$ cat src/rtl/core/lpht_pkg.sv
// lpht_pkg: shared types and constants of the linear probing hash table
// no dependencies; imported by every module of the block
`timescale 1ns / 1ps
`default_nettype none

package lpht_pkg;

  localparam int TABLE_SIZE_DEF = 32;
  localparam int KEY_WIDTH_DEF  = 16;
  localparam int IN_KEY_W       = 16;
  localparam int SLOT_W         = 5;
  localparam int OUT_DATA_W     = 8;

  typedef enum logic {
    OP_INSERT = 1'b0,
    OP_SEARCH = 1'b1
  } op_t;

  typedef enum logic [2:0] {
    ST_INSERTED  = 3'd0,
    ST_FOUND     = 3'd1,
    ST_NOT_FOUND = 3'd2,
    ST_FULL      = 3'd3,
    ST_ZERO_KEY  = 3'd4
  } status_t;

  typedef enum logic [2:0] {
    S_CLEAR,
    S_IDLE,
    S_HOME,
    S_READ,
    S_CHECK,
    S_RESULT
  } state_t;

  typedef struct packed {
    status_t             status;
    logic [SLOT_W-1:0]   slot;
  } res_t;

endpackage

`default_nettype wire

$ cat src/rtl/core/lpht_home.sv
// lpht_home: home slot unit, key modulo table size in three stages
// reciprocal multiply, back multiply and subtract, one correction; uses lpht_pkg
`timescale 1ns / 1ps
`default_nettype none

module lpht_home
  import lpht_pkg::*;
#(
  parameter int TABLE_SIZE = TABLE_SIZE_DEF,
  parameter int KEY_WIDTH  = KEY_WIDTH_DEF
) (
  input  wire logic                          clk,
  input  wire logic                          rst_n,
  input  wire logic                          start,
  input  wire logic [KEY_WIDTH-1:0]          key,
  output logic                               home_valid,
  output logic [$clog2(TABLE_SIZE)-1:0]      home
);

  localparam int          AW    = $clog2(TABLE_SIZE);
  localparam int          TW    = $clog2(TABLE_SIZE + 1);
  localparam int          PW    = KEY_WIDTH + 32;
  localparam int          DW    = KEY_WIDTH + TW;
  localparam logic [31:0] RECIP = 32'((64'd1 << 32) / TABLE_SIZE);
  localparam logic [TW-1:0] TSZ = TW'(TABLE_SIZE);

  logic                  v1_r, v2_r, v3_r;
  logic [PW-1:0]         prod_r;
  logic [KEY_WIDTH-1:0]  key1_r;
  logic [KEY_WIDTH-1:0]  quot;
  logic [DW-1:0]         back;
  logic [DW-1:0]         diff;
  logic [AW:0]           rem_r;
  logic [AW:0]           rem_fix;
  logic [AW-1:0]         home_r;

  assign quot = prod_r[PW-1:32];
  assign back = DW'(quot) * DW'(TSZ);
  assign diff = DW'(key1_r) - back;

  always_comb begin
    if (rem_r >= (AW+1)'(TABLE_SIZE)) begin
      rem_fix = rem_r - (AW+1)'(TABLE_SIZE);
    end else begin
      rem_fix = rem_r;
    end
  end

  always_ff @(posedge clk) begin
    if (!rst_n) begin
      v1_r <= 1'b0;
      v2_r <= 1'b0;
      v3_r <= 1'b0;
    end else begin
      v1_r <= start;
      v2_r <= v1_r;
      v3_r <= v2_r;
    end
  end

  always_ff @(posedge clk) begin
    prod_r <= PW'(key) * PW'(RECIP);
    key1_r <= key;
    rem_r  <= diff[AW:0];
    home_r <= rem_fix[AW-1:0];
  end

  assign home_valid = v3_r;
  assign home       = home_r;

endmodule

`default_nettype wire

$ cat src/rtl/core/lpht_store.sv
// lpht_store: slot memory, one write port and one read port
// read data registered; uses lpht_pkg
`timescale 1ns / 1ps
`default_nettype none

module lpht_store
  import lpht_pkg::*;
#(
  parameter int TABLE_SIZE = TABLE_SIZE_DEF,
  parameter int KEY_WIDTH  = KEY_WIDTH_DEF
) (
  input  wire logic                          clk,
  input  wire logic                          wr_en,
  input  wire logic [$clog2(TABLE_SIZE)-1:0] wr_addr,
  input  wire logic [KEY_WIDTH-1:0]          wr_data,
  input  wire logic                          rd_en,
  input  wire logic [$clog2(TABLE_SIZE)-1:0] rd_addr,
  output logic [KEY_WIDTH-1:0]               rd_data
);

  logic [KEY_WIDTH-1:0] mem [TABLE_SIZE];
  logic [KEY_WIDTH-1:0] rd_data_r;

  always_ff @(posedge clk) begin
    if (wr_en) begin
      mem[wr_addr] <= wr_data;
    end
  end

  always_ff @(posedge clk) begin
    if (rd_en) begin
      rd_data_r <= mem[rd_addr];
    end
  end

  assign rd_data = rd_data_r;

endmodule

`default_nettype wire

$ cat src/rtl/core/lpht_ctrl.sv
// lpht_ctrl: probe sequencer, clearing sweep and result register
// drives lpht_home and lpht_store; uses lpht_pkg
`timescale 1ns / 1ps
`default_nettype none

module lpht_ctrl
  import lpht_pkg::*;
#(
  parameter int TABLE_SIZE = TABLE_SIZE_DEF,
  parameter int KEY_WIDTH  = KEY_WIDTH_DEF
) (
  input  wire logic                          clk,
  input  wire logic                          rst_n,
  input  wire logic                          in_valid,
  output logic                               in_ready,
  input  wire op_t                           in_op,
  input  wire logic [IN_KEY_W-1:0]           in_key,
  output logic                               home_start,
  output logic [KEY_WIDTH-1:0]               home_key,
  input  wire logic                          home_valid,
  input  wire logic [$clog2(TABLE_SIZE)-1:0] home,
  output logic                               wr_en,
  output logic [$clog2(TABLE_SIZE)-1:0]      wr_addr,
  output logic [KEY_WIDTH-1:0]               wr_data,
  output logic                               rd_en,
  output logic [$clog2(TABLE_SIZE)-1:0]      rd_addr,
  input  wire logic [KEY_WIDTH-1:0]          rd_data,
  output logic                               out_valid,
  input  wire logic                          out_ready,
  output res_t                               out_res
);

  localparam int          AW   = $clog2(TABLE_SIZE);
  localparam logic [AW-1:0] LAST = AW'(TABLE_SIZE - 1);

  state_t               state_r, state_nxt;
  logic [AW-1:0]        pos_r, pos_nxt;
  logic [AW-1:0]        cnt_r, cnt_nxt;
  logic [KEY_WIDTH-1:0] key_r, key_nxt;
  op_t                  op_r, op_nxt;
  res_t                 res_r, res_nxt;
  logic                 out_valid_r, out_valid_nxt;
  res_t                 out_res_r, out_res_nxt;
  logic                 out_load;
  logic                 accept;
  logic [31:0]          key_ext;
  logic [KEY_WIDTH-1:0] key_eff;
  logic [31:0]          pos_ext;
  logic [SLOT_W-1:0]    pos_slot;
  logic [AW-1:0]        pos_inc;

  assign key_ext  = 32'(in_key);
  assign key_eff  = key_ext[KEY_WIDTH-1:0];
  assign pos_ext  = 32'(pos_r);
  assign pos_slot = pos_ext[SLOT_W-1:0];
  assign pos_inc  = (pos_r == LAST) ? '0 : pos_r + AW'(1);
  assign accept   = in_valid && in_ready;

  // next state and datapath
  always_comb begin
    state_nxt = state_r;
    pos_nxt   = pos_r;
    cnt_nxt   = cnt_r;
    key_nxt   = key_r;
    op_nxt    = op_r;
    res_nxt   = res_r;
    case (state_r)
      S_CLEAR: begin
        pos_nxt = pos_inc;
        if (pos_r == LAST) begin
          state_nxt = S_IDLE;
        end
      end
      S_IDLE: begin
        if (accept) begin
          key_nxt = key_eff;
          op_nxt  = in_op;
          if (key_eff == '0) begin
            res_nxt   = '{status: ST_ZERO_KEY, slot: '0};
            state_nxt = S_RESULT;
          end else begin
            state_nxt = S_HOME;
          end
        end
      end
      S_HOME: begin
        if (home_valid) begin
          pos_nxt   = home;
          cnt_nxt   = '0;
          state_nxt = S_READ;
        end
      end
      S_READ: begin
        state_nxt = S_CHECK;
      end
      S_CHECK: begin
        if (rd_data == '0) begin
          if (op_r == OP_INSERT) begin
            res_nxt = '{status: ST_INSERTED, slot: pos_slot};
          end else begin
            res_nxt = '{status: ST_NOT_FOUND, slot: '0};
          end
          state_nxt = S_RESULT;
        end else if (op_r == OP_SEARCH && rd_data == key_r) begin
          res_nxt   = '{status: ST_FOUND, slot: pos_slot};
          state_nxt = S_RESULT;
        end else if (cnt_r == LAST) begin
          if (op_r == OP_INSERT) begin
            res_nxt = '{status: ST_FULL, slot: '0};
          end else begin
            res_nxt = '{status: ST_NOT_FOUND, slot: '0};
          end
          state_nxt = S_RESULT;
        end else begin
          pos_nxt   = pos_inc;
          cnt_nxt   = cnt_r + AW'(1);
          state_nxt = S_READ;
        end
      end
      S_RESULT: begin
        if (!out_valid_r || out_ready) begin
          state_nxt = S_IDLE;
        end
      end
      default: begin
        state_nxt = S_CLEAR;
      end
    endcase
  end

  // outputs
  always_comb begin
    in_ready   = 1'b0;
    rd_en      = 1'b0;
    wr_en      = 1'b0;
    wr_data    = key_r;
    out_load   = 1'b0;
    home_start = 1'b0;
    case (state_r)
      S_CLEAR: begin
        wr_en   = 1'b1;
        wr_data = '0;
      end
      S_IDLE: begin
        in_ready   = 1'b1;
        home_start = in_valid && (key_eff != '0);
      end
      S_READ: begin
        rd_en = 1'b1;
      end
      S_CHECK: begin
        wr_en = (op_r == OP_INSERT) && (rd_data == '0);
      end
      S_RESULT: begin
        out_load = !out_valid_r || out_ready;
      end
      default: begin
        in_ready = 1'b0;
      end
    endcase
  end

  assign home_key = key_eff;
  assign wr_addr  = pos_r;
  assign rd_addr  = pos_r;

  always_comb begin
    out_res_nxt = out_res_r;
    if (out_load) begin
      out_valid_nxt = 1'b1;
      out_res_nxt   = res_r;
    end else if (out_ready) begin
      out_valid_nxt = 1'b0;
    end else begin
      out_valid_nxt = out_valid_r;
    end
  end

  always_ff @(posedge clk) begin
    if (!rst_n) begin
      state_r     <= S_CLEAR;
      pos_r       <= '0;
      cnt_r       <= '0;
      out_valid_r <= 1'b0;
    end else begin
      state_r     <= state_nxt;
      pos_r       <= pos_nxt;
      cnt_r       <= cnt_nxt;
      out_valid_r <= out_valid_nxt;
    end
  end

  always_ff @(posedge clk) begin
    key_r     <= key_nxt;
    op_r      <= op_nxt;
    res_r     <= res_nxt;
    out_res_r <= out_res_nxt;
  end

  assign out_valid = out_valid_r;
  assign out_res   = out_res_r;

endmodule

`default_nettype wire

$ cat src/rtl/core/linear_probe_hash_table.sv
// channel | dir | tdata                      | tuser
// in      | in  | [15:0] key                 | [0] opcode (0 insert, 1 search)
// out     | out | [4:0] slot, [7:5] zero     | [2:0] status
//
// an item passes the home slot unit, then takes one memory read and one compare
// per probe on the single read port; a zero key goes straight to its result
// after reset a clearing sweep writes every slot empty, and in_tready stays
// low until it ends
// one item at a time; a result waits in the output register while the next
// item is taken, a stalled output holds the sequencer only at its result step
// top level: instantiates lpht_ctrl, lpht_home, lpht_store; uses lpht_pkg
`timescale 1ns / 1ps
`default_nettype none

module linear_probe_hash_table
  import lpht_pkg::*;
#(
  parameter int TABLE_SIZE = TABLE_SIZE_DEF,
  parameter int KEY_WIDTH  = KEY_WIDTH_DEF
) (
  input  wire logic                  clk,
  input  wire logic                  rst_n,
  input  wire logic                  in_tvalid,
  output logic                       in_tready,
  input  wire logic [IN_KEY_W-1:0]   in_tdata,   // [15:0] key
  input  wire logic                  in_tuser,   // [0] opcode
  output logic                       out_tvalid,
  input  wire logic                  out_tready,
  output logic [OUT_DATA_W-1:0]      out_tdata,  // [4:0] slot, [7:5] zero
  output logic [2:0]                 out_tuser   // [2:0] status
);

  localparam int AW = $clog2(TABLE_SIZE);

  logic                 home_start;
  logic [KEY_WIDTH-1:0] home_key;
  logic                 home_valid;
  logic [AW-1:0]        home;
  logic                 wr_en;
  logic [AW-1:0]        wr_addr;
  logic [KEY_WIDTH-1:0] wr_data;
  logic                 rd_en;
  logic [AW-1:0]        rd_addr;
  logic [KEY_WIDTH-1:0] rd_data;
  res_t                 out_res;
  op_t                  in_op;

  assign in_op = op_t'(in_tuser);

  lpht_ctrl #(
    .TABLE_SIZE (TABLE_SIZE),
    .KEY_WIDTH  (KEY_WIDTH)
  ) u_ctrl (
    .clk        (clk),
    .rst_n      (rst_n),
    .in_valid   (in_tvalid),
    .in_ready   (in_tready),
    .in_op      (in_op),
    .in_key     (in_tdata),
    .home_start (home_start),
    .home_key   (home_key),
    .home_valid (home_valid),
    .home       (home),
    .wr_en      (wr_en),
    .wr_addr    (wr_addr),
    .wr_data    (wr_data),
    .rd_en      (rd_en),
    .rd_addr    (rd_addr),
    .rd_data    (rd_data),
    .out_valid  (out_tvalid),
    .out_ready  (out_tready),
    .out_res    (out_res)
  );

  lpht_home #(
    .TABLE_SIZE (TABLE_SIZE),
    .KEY_WIDTH  (KEY_WIDTH)
  ) u_home (
    .clk        (clk),
    .rst_n      (rst_n),
    .start      (home_start),
    .key        (home_key),
    .home_valid (home_valid),
    .home       (home)
  );

  lpht_store #(
    .TABLE_SIZE (TABLE_SIZE),
    .KEY_WIDTH  (KEY_WIDTH)
  ) u_store (
    .clk     (clk),
    .wr_en   (wr_en),
    .wr_addr (wr_addr),
    .wr_data (wr_data),
    .rd_en   (rd_en),
    .rd_addr (rd_addr),
    .rd_data (rd_data)
  );

  assign out_tdata = {(OUT_DATA_W - SLOT_W)'(0), out_res.slot};
  assign out_tuser = out_res.status;

endmodule

`default_nettype wire

$ cat config.mk
export PLATFORM = sky130hd
export DESIGN_NAME = linear_probe_hash_table
export DESIGN_NICKNAME = d
export VERILOG_FILES = /design/src/rtl/core/lpht_pkg.sv /design/src/rtl/core/lpht_home.sv /design/src/rtl/core/lpht_store.sv /design/src/rtl/core/lpht_ctrl.sv /design/src/rtl/core/linear_probe_hash_table.sv
export SDC_FILE = /design/constraint.sdc
export NUM_CORES = 1
export LEC_CHECK = 0
export BUFFER_PORTS_ARGS = -buffer_cell sky130_fd_sc_hd__buf_2
export CAP_MARGIN = 20
export CORE_MARGIN = 2
export CORE_UTILIZATION = 35
export CTS_CLUSTER_DIAMETER = 60
export DETAILED_ROUTE_END_ITERATION = 8
export GPL_ROUTABILITY_DRIVEN = 0
export MAX_ROUTING_LAYER = met4
export PLACE_DENSITY = 0.61
export SYNTH_ARGS = -nofsm -noshare
export SYNTH_HDL_FRONTEND = slang
export SYNTH_SLANG_ARGS = --single-unit
$ cat constraint.sdc
create_clock -name clk -period 3.3 [get_ports clk]
set_input_delay 0.33 -clock clk [delete_from_list [all_inputs] [get_ports clk]]
set_output_delay 0.33 -clock clk [all_outputs]
set_load 0.005 [all_outputs]
==> run summary, run 1 <==
Total number of H-tree levels: 2. The logs give 76.6% for the share of the yosys chip area belonging to registers and 3 for the number of buffers between clock root and the deepest sink. The filler cells instantiated in the layout total 5,637.

The overall die area was 0.0673 mm2; the number of flops mapped to enable cells by yosys was 561. The top cell type by total area after synthesis is sky130_fd_sc_hd__edfxtp_1. The run finished with clean final reports. Total power for the finished layout comes to 15.5 mW.

Setup total negative slack on the finished layout was measured at 0 ns. For the number of global-route vias before repair, the log shows 11,300. Power spread over the standard cell area amounts to 583 mW/mm2. The top flip-flop cell by instance count after synthesis was sky130_fd_sc_hd__edfxtp_1. The die is 259 um wide. For the initial core utilization, the log shows 35.4%. Routed signal wires occupy layers up through met4.

The clock latency on the worst-skew pair was 0.63 ns; the clock slew seen by the registers of the worst setup and hold paths was 0.06 ns. The cell leakage power is 7.87 nW, and the final number of setup-violating endpoints is 0. For the boundary pin count, the log shows 34. Counting tap cells, the placed design contains a total of 1,993 instances. The area growth from synthesis to layout is 16.5%. For the total number of vias, the log shows 11,300. The multi-input combinational cells in the finished layout cover a total of 0.00511 mm2. The logs give 0.0242 ns for the worst-case clock skew and 0.656 ns for the minimum setup slack after placement. For this run, the number of standard cells in the final layout without fillers is 2,120. The average instance in the mapped netlist occupies 21.0 um2.

In this run the remaining antenna-violating nets after routing total 0. Counting the buffers created by CTS gives 59. STA classifies the critical path endpoint as a flop. Wire segments on met2 add up to 26.0 mm in the final route. The detailed router put a total of 22.9 mm of wire on met1. The wire length of the first global-routing pass was 79.2 mm. For the data arrival time at the worst-slack endpoint, the log shows 3.01 ns. Traced cell by cell, the critical path runs through nor4_2, nand4_2, o21ai_4, nand3_4, nor2_1, buf_4. Global routing finished with a remaining overflow of 0. The net count of the finished layout is 1,244.

For this design, the slowest cell found on the critical path is sky130_fd_sc_hd__edfxtp_1. For the number of antenna violations at the first check in global routing, the log shows 1. TritonCTS built the clock tree.

For the total number of yosys warnings, the log shows 0. The fraction of registers with async set/reset was 0%. The transition at the pin with the smallest max-transition slack works out to 1.05 ns. Measured against its own limit, the worst slew margin works out to 29.9%. The wire length per cell was 25.5 um; the post-synthesis cell type count was 54.

The buffers plus inverters on the worst setup path came out at 1. The clock net in this run drives a total of 593 sinks. The maximum operating frequency came out at 375 MHz. The cell family contributing the most delay on the critical path is simple AND/OR/NAND/NOR gates.

The delay of the slowest cell on the worst path works out to 0.43 ns. Global routing consumed, over all layers together, 16.7% of the routing resources. VDD sags by at most 0.000447 V. The number of resized instances in the post-cts repair step came out at 0.

The first detailed-routing pass took 5 iterations. The floorplan has 93 rows. The ratio of final minimum period to clock period works out to 80.9%. The worst hold path belongs to the class in2reg. The logs give 1,295 for the initial detailed-routing violation count and 0.632 ns for the minimum setup slack in the final design. The smallest hold slack was 0.0790 ns; the final max-slew violation count was 0. In this run the worst path has a maximum fanout of 8.

The time the final worst path needs with I/O delays and setup works out to 2.67 ns. The type of the setup path with the least slack is reg2reg. In this run the biggest area consumer among cell types represents 73.8% of the synthesized area. In this run the cell area of the synthesized design comes to 0.0228 mm2. Once detailed placement completed, the half-perimeter wirelength came to 33.2 mm.

The remaining design rule violation count came out at 0. Setup repair after global routing left no endpoint under its margin. Layout cell share with drive strength beyond 1: 29.1%. Detailed routing placed a total of 3.83 mm of wire on met3.

The kind of launch point of the worst setup path is a flop. The region available for standard cell placement spans 0.0645 mm2. Counting every instance in the synthesized netlist gives 1,087. Across the run, the number of max-cap violations was 0. During placement, the flow inserted port buffers numbering 30. Ranked by total cell area, the synthesized netlist is headed by sky130_fd_sc_hd__edfxtp_1 74%, sky130_fd_sc_hd__mux4_2 13%, sky130_fd_sc_hd__dfxtp_1 2.8%. For the routed wire length, the log shows 54.1 mm. The number of failing hold endpoints at the final stage came out at 0.

Number of register bits inferred by synthesis: 593. The floorplan step set the die height to 259 um. The via density per instance came out at 5.32. The root buffer cell was sky130_fd_sc_hd__clkbuf_16. The pin count of the biggest net entering global routing came out at 43. Registers take 0.0175 mm2. At the worst endpoint, the required time is 3.64 ns.
layout by cell type (no fill, tap or decap), types with 10 or more instances in the layout:
master	instances
sky130_fd_sc_hd__dlygate4sd3_1	17
sky130_fd_sc_hd__nor2b_4	10
sky130_fd_sc_hd__buf_2	30
sky130_fd_sc_hd__a22oi_1	64
sky130_fd_sc_hd__clkinv_1	14
sky130_fd_sc_hd__xor2_1	16
sky130_fd_sc_hd__nor2_1	43
sky130_fd_sc_hd__clkbuf_16	61
sky130_fd_sc_hd__clkbuf_1	12
sky130_fd_sc_hd__dfxtp_1	30
sky130_fd_sc_hd__edfxtp_1	561
sky130_fd_sc_hd__nand2_1	30
sky130_fd_sc_hd__buf_4	71
sky130_fd_sc_hd__clkinv_2	10
sky130_fd_sc_hd__and3_1	10
sky130_fd_sc_hd__mux4_2	128
sky130_fd_sc_hd__mux2i_1	12
sky130_fd_sc_hd__nand4_1	18
worst min-delay path, cell delays in order:
cell and delay [ns]:
sky130_fd_sc_hd__buf_2 0.09, sky130_fd_sc_hd__nand2b_1 0.13, sky130_fd_sc_hd__a21boi_0 0.09
final cells by class:
cell class                      count  share of cell area (%)
Antenna cell                        1                 0.00941
Sequential cell                   593                    65.8
Clock inverter                     36                    1.29
Clock buffer                       73                    5.91
Tap cell                          855                    4.02
Inverter                            6                  0.0941
Timing Repair Buffer              124                    3.66
Multi-Input combinational cell    432                    19.2
synthesized netlist by cell type, drive strengths merged, types with 6 or more instances:
cell type,n
a21oi,6
nand3,10
a22oi,64
clkbuf,21
o21ai,6
inv,6
dfxtp,32
nor2b,17
buf,37
nand2,30
and3,10
nor2,43
xor2,16
nor3,6
mux4,128
nor4,12
ha,7
nand4,19
nand2b,8
edfxtp,561
mux2i,12
layer usage:
layer	GRT usage (%)	vias up
met5	-	-
met4	5.09	0
met3	2.44	69
met2	25.8	438
met1	23.0	6010
li1	-	4766
per-stage QoR:
| stage | cell area [um2] | utilization, % |
|---|---|---|
| 2_1_floorplan | 22800 | - |
| 3_3_place_gp | 24500 | 38.0 |
| 3_5_place_dp | 24500 | 38.0 |
| 4_1_cts | 26600 | 41.2 |
| 5_1_grt | 26600 | 41.2 |
| 6_report | 26600 | 41.2 |
registers in the layout (all words and copies together), names as in the netlist:
name and flops:
u_ctrl.cnt_r 5, u_home.rem_r 5, u_ctrl.res_r 8, u_home.v2_r 1, u_ctrl.out_valid 1, u_ctrl.rd_addr 5
u_ctrl.out_res 8, u_store.rd_data 16, u_ctrl.op_r 1, u_home.home_valid 1, u_home.prod_r 5, u_ctrl.state_r 3
u_store.mem 512, u_home.home 5, u_home.v1_r 1, u_ctrl.key_r 16
logic make-up (layout without fill, tap and decap cells):
family / count (synthesis) / in the layout / synth area share, %
DFF: 593 / 593 / 76.6
and+or+nand+nor: 170 / 170 / 4.44
muxes: 140 / 140 / 13.2
AOI/OAI and AO/OA: 94 / 94 / 3.19
buffers and inverters: 64 / 239 / 1.53
xor gates and xnor gates: 18 / 18 / 0.690
adders and majority gates: 7 / 7 / 0.384
other: 1 / 4 / 0.0164
repair_timing:
item | 4_1_cts | 5_1_grt
setup buffers | 0 | 0
endpoints found under the setup margin | 0 | 0
hold buffers | 17 | 0
hold endpoints to repair | 22 | 0
report_power, final:
part,internal (mW),total (mW),switching (mW)
Clock,3.84,6.64,2.80
Combinational,0.249,0.599,0.350
Sequential,8.22,8.26,0.0475
Total,12.3,15.5,3.20
final timing paths:
path	end	depth (start not counted)	slack [ns]	startpoint
min	u_ctrl.out_valid	3	0.08	out_tready
min reg2reg	u_home.rem_r[4]	0	0.33	u_home.prod_r[31]
max	u_store.mem[14][1]	6	0.63	u_store.rd_data[3]
max reg2reg	u_store.mem[14][1]	6	0.63	u_store.rd_data[3]
Power figures use the tool's default switching activity.
==> run 2, diff against run 1 <==
==> constraint.sdc (replaced) <==
create_clock -name clk -period 2.76 [get_ports clk]
set_input_delay 0.276 -clock clk [delete_from_list [all_inputs] [get_ports clk]]
set_output_delay 0.276 -clock clk [all_outputs]
set_load 0.005 [all_outputs]
==> run 2 against run 1 <==
  * Clock power up 27%
  * Setup slack worse by 0.51 ns
  * Die area unchanged
  * Flip-flop and latch count unchanged
  * Global-route usage down 0.31 points
  * Hold slack worse by 0.024 ns
  * Final cell count up 1.4%
  * Via count down 0.19%
  * Wire length down 0.75%
  * Largest cell class unchanged
  * Critical path depth unchanged
  * Sequential share of layout area down 1.1 points
  * Fmax up 1.2%
==> run summary, run 2 (synthesis gave the netlist of run 1 again) <==
Time the final worst path needs with I/O delays and setup: 2.64 ns (-0.0325 ns). The relative slew slack came out at 24.7% (-5.2 points). The tools report the register-to-register path setup slack as 0.12 ns (-0.51 ns). The launch instance of the worst min-delay path was out_tready. The endpoint identified for the worst register-to-register timing path is u_store.mem[29][6].

For this design, the slowest cell found on the critical path is sky130_fd_sc_hd__edfxtp_1. STA classifies the critical path endpoint as a flop. Ratio of final minimum period to clock period: 95.5% (+15 points). The number of failing hold endpoints at the final stage was 0 (unchanged); the layout overhead on the synthesized area was 18.5%.

The wire length per cell was 25.0 um (-2.1%). The final number of setup-violating endpoints was 0 (unchanged); the clock latency on the worst-skew pair was 0.62 ns (about the same). Endpoint required time on the critical path: 3.07 ns (-0.57 ns).

Maximum operating frequency: 379 MHz (+1.2%). The total congestion overflow after global routing came out at 0 (unchanged). The layout cell share with drive strength beyond 1 works out to 31.7% (+2.6 points).

The tools report the final instance area as 0.0270 mm2 (+1.7%). Data arrival time at the worst-slack endpoint: 2.95 ns (-0.06 ns). The run finished with clean final reports. The share of the core filled with cells in the final layout is 42.0% (+0.71 points). The startpoint of the worst-slack reg-to-reg timing path is u_store.rd_data[3]. For hold timing, the worst endpoint is u_ctrl.out_valid. Walking the worst path, the cells encountered are nor4_2, nand4_2, o21ai_4, nand3_4, nor2_1, buf_4. The tools report the overall power as 19.0 mW (+23%). The run gives 77.5 mm (-2.1%) as the wire length of the first global-routing pass.

The depth of the worst register-to-register path is 6 (unchanged), and the buffers plus inverters on the worst setup path is 1 (unchanged). For the initial detailed-routing violation count, the log shows 1,249 (-3.6%). The total clock sinks was 593 (unchanged); the biggest fanout along the worst timing path was 13 (+5). The tools report the total number of H-tree levels as 2 (unchanged). Remaining antenna violation count after routing: 0 (unchanged). The overall track demand over capacity in global routing was 16.4% (-0.31 points). The maximum vdd drop was 0.000522 V (+17%); the number of placement rows was 93 (unchanged). The logs give 33.9 mm (+2.0%) for the sum of net half-perimeters after detailed placement and 0.0248 mm2 (+1.3%) for the placement-stage cell area. More flip-flops sit in one register than any other, and that register is u_store.mem. The initial core utilization was 35.4% (unchanged).

The most common cell after layout, fill and taps aside is sky130_fd_sc_hd__edfxtp_1. The tools report the placeable core region as 0.0645 mm2 (unchanged). Clock tree synthesis selected as its root buffer the cell sky130_fd_sc_hd__clkbuf_16. The power density over cell area works out to 704 mW/mm2 (+21%). Grouping stages by cell kind, the critical path spends the most delay in simple AND/OR/NAND/NOR gates. The final max-slew violation count came out at 0 (unchanged). The logs give 11,300 (-0.19%) for the total number of vias and 5,581 (-0.99%) for the number of fill cells in the layout.

The accumulated negative setup slack is 0 ns (unchanged), and the remaining design rule violation count is 0 (unchanged). The pin count of the biggest net entering global routing was 37 (-14%); the flip-flop count of the largest register after layout was 512 (unchanged). Number of port buffers: 30 (unchanged). For the iteration count of the initial detailed-routing pass, the log shows 6 (+1). In this run the worst hold path is classified as in2reg.

Setup repair after global routing left no endpoint under its margin. The minimum setup slack after placement came out at 0.190 ns (-0.466 ns). The via density per instance is 5.24 (-1.5%), and the max-capacitance violation count is 0 (unchanged).

The number of buffers added for setup after CTS was 0 (unchanged); the number of antenna violations at the first check in global routing was 2 (+1). Transition at the pin with the smallest max-transition slack: 1.12 ns (+0.0753 ns). The delay of the slowest cell on the worst path works out to 0.44 ns (about the same).

The kind of launch point of the worst setup path was a flop. The number of buffers added to fix hold violations after cts was 17 (unchanged); the x dimension of the die was 259 um (unchanged). The worst-case clock skew came out at 0.0236 ns (-0.000606 ns).

The routed wire length came out at 53.7 mm (-0.75%). The total CTS buffers is 58 (-1.7%), and the number of global-route vias before repair is 11,300 (+0.11%). The logs give 3 (unchanged) for the number of buffers between clock root and the deepest sink and 0 (unchanged) for the number of resized instances in the post-cts repair step. The clock slew seen by the registers of the worst setup and hold paths is 0.06 ns (about the same).

The top cell types in the final layout, fill and taps aside, are 561 x sky130_fd_sc_hd__edfxtp_1, 128 x sky130_fd_sc_hd__mux4_2, 85 x sky130_fd_sc_hd__buf_4, 64 x sky130_fd_sc_hd__a22oi_1, 59 x sky130_fd_sc_hd__clkbuf_16. The run gives 1,271 (+2.2%) as the final layout net count. The vertical extent of the die works out to 259 um (unchanged).

TritonCTS built the clock tree. The hold-critical path depth was 3 (unchanged); the cell leakage power was 8.07 nW (+2.6%). By startpoint and endpoint, the worst setup path is classified as reg2reg. Minimum setup slack in the final design: 0.124 ns (-0.508 ns). For the boundary pin count, the log shows 34 (unchanged). The overall die area is 0.0673 mm2 (unchanged).
run 2: worst max path at each step:
stage / startpoint / endpoint / slack [ns] / cells after the start
finish: u_store.rd_data[3] / u_store.mem[29][6] / 0.12 / 6
global route: u_store.rd_data[3] / u_store.mem[1][15] / 0.03 / 6
CTS: u_store.rd_data[3] / u_store.mem[29][7] / 0.11 / 6
detailed placement: u_store.rd_data[11] / u_store.mem[29][10] / 0.19 / 6
global placement: u_store.rd_data[11] / u_store.mem[26][15] / 0.26 / 6
floorplan: u_store.rd_data[3] / u_store.mem[0][0] / 0.23 / 5
run 2: area by class of cell:
cell class	count	area (um2)	share of cell area (%)
Sequential cell	593	17500	64.7
Clock buffer	61	1480	5.49
Timing Repair Buffer	152	1350	4.99
Clock inverter	49	564	2.09
Tap cell	855	1070	3.96
Multi-Input combinational cell	432	5060	18.7
Antenna cell	1	2.50	0.00925
Inverter	6	25.0	0.0925
run 2: routing by layer:
layer	track usage [%]	up-vias	share of wire, %
li1	-	4821	-
met1	22.1	5874	43
met2	24.9	480	47
met3	3.35	86	7.4
met4	5.27	0	2.6
met5	-	-	0
run 2: power by group:
| group | internal [mW] | leakage, nW | switching [mW] |
|---|---|---|---|
| Sequential | 9.82 | 5.02 | 0.0507 |
| Combinational | 0.333 | 2.06 | 0.438 |
| Clock | 4.96 | 0.987 | 3.44 |
run 2: worst min-delay path: stages:
cell and delay (ns):
sky130_fd_sc_hd__buf_2 0.09, sky130_fd_sc_hd__nand2b_1 0.14, sky130_fd_sc_hd__a21boi_0 0.10
run 2: per-stage QoR:
step	instances	hold slack (ns)
global route	2149	0.0955
floorplan	1089	0.304
finish	2149	0.0549
global placement	2020	0.314
CTS	2147	0.0196
detailed placement	2020	0.314
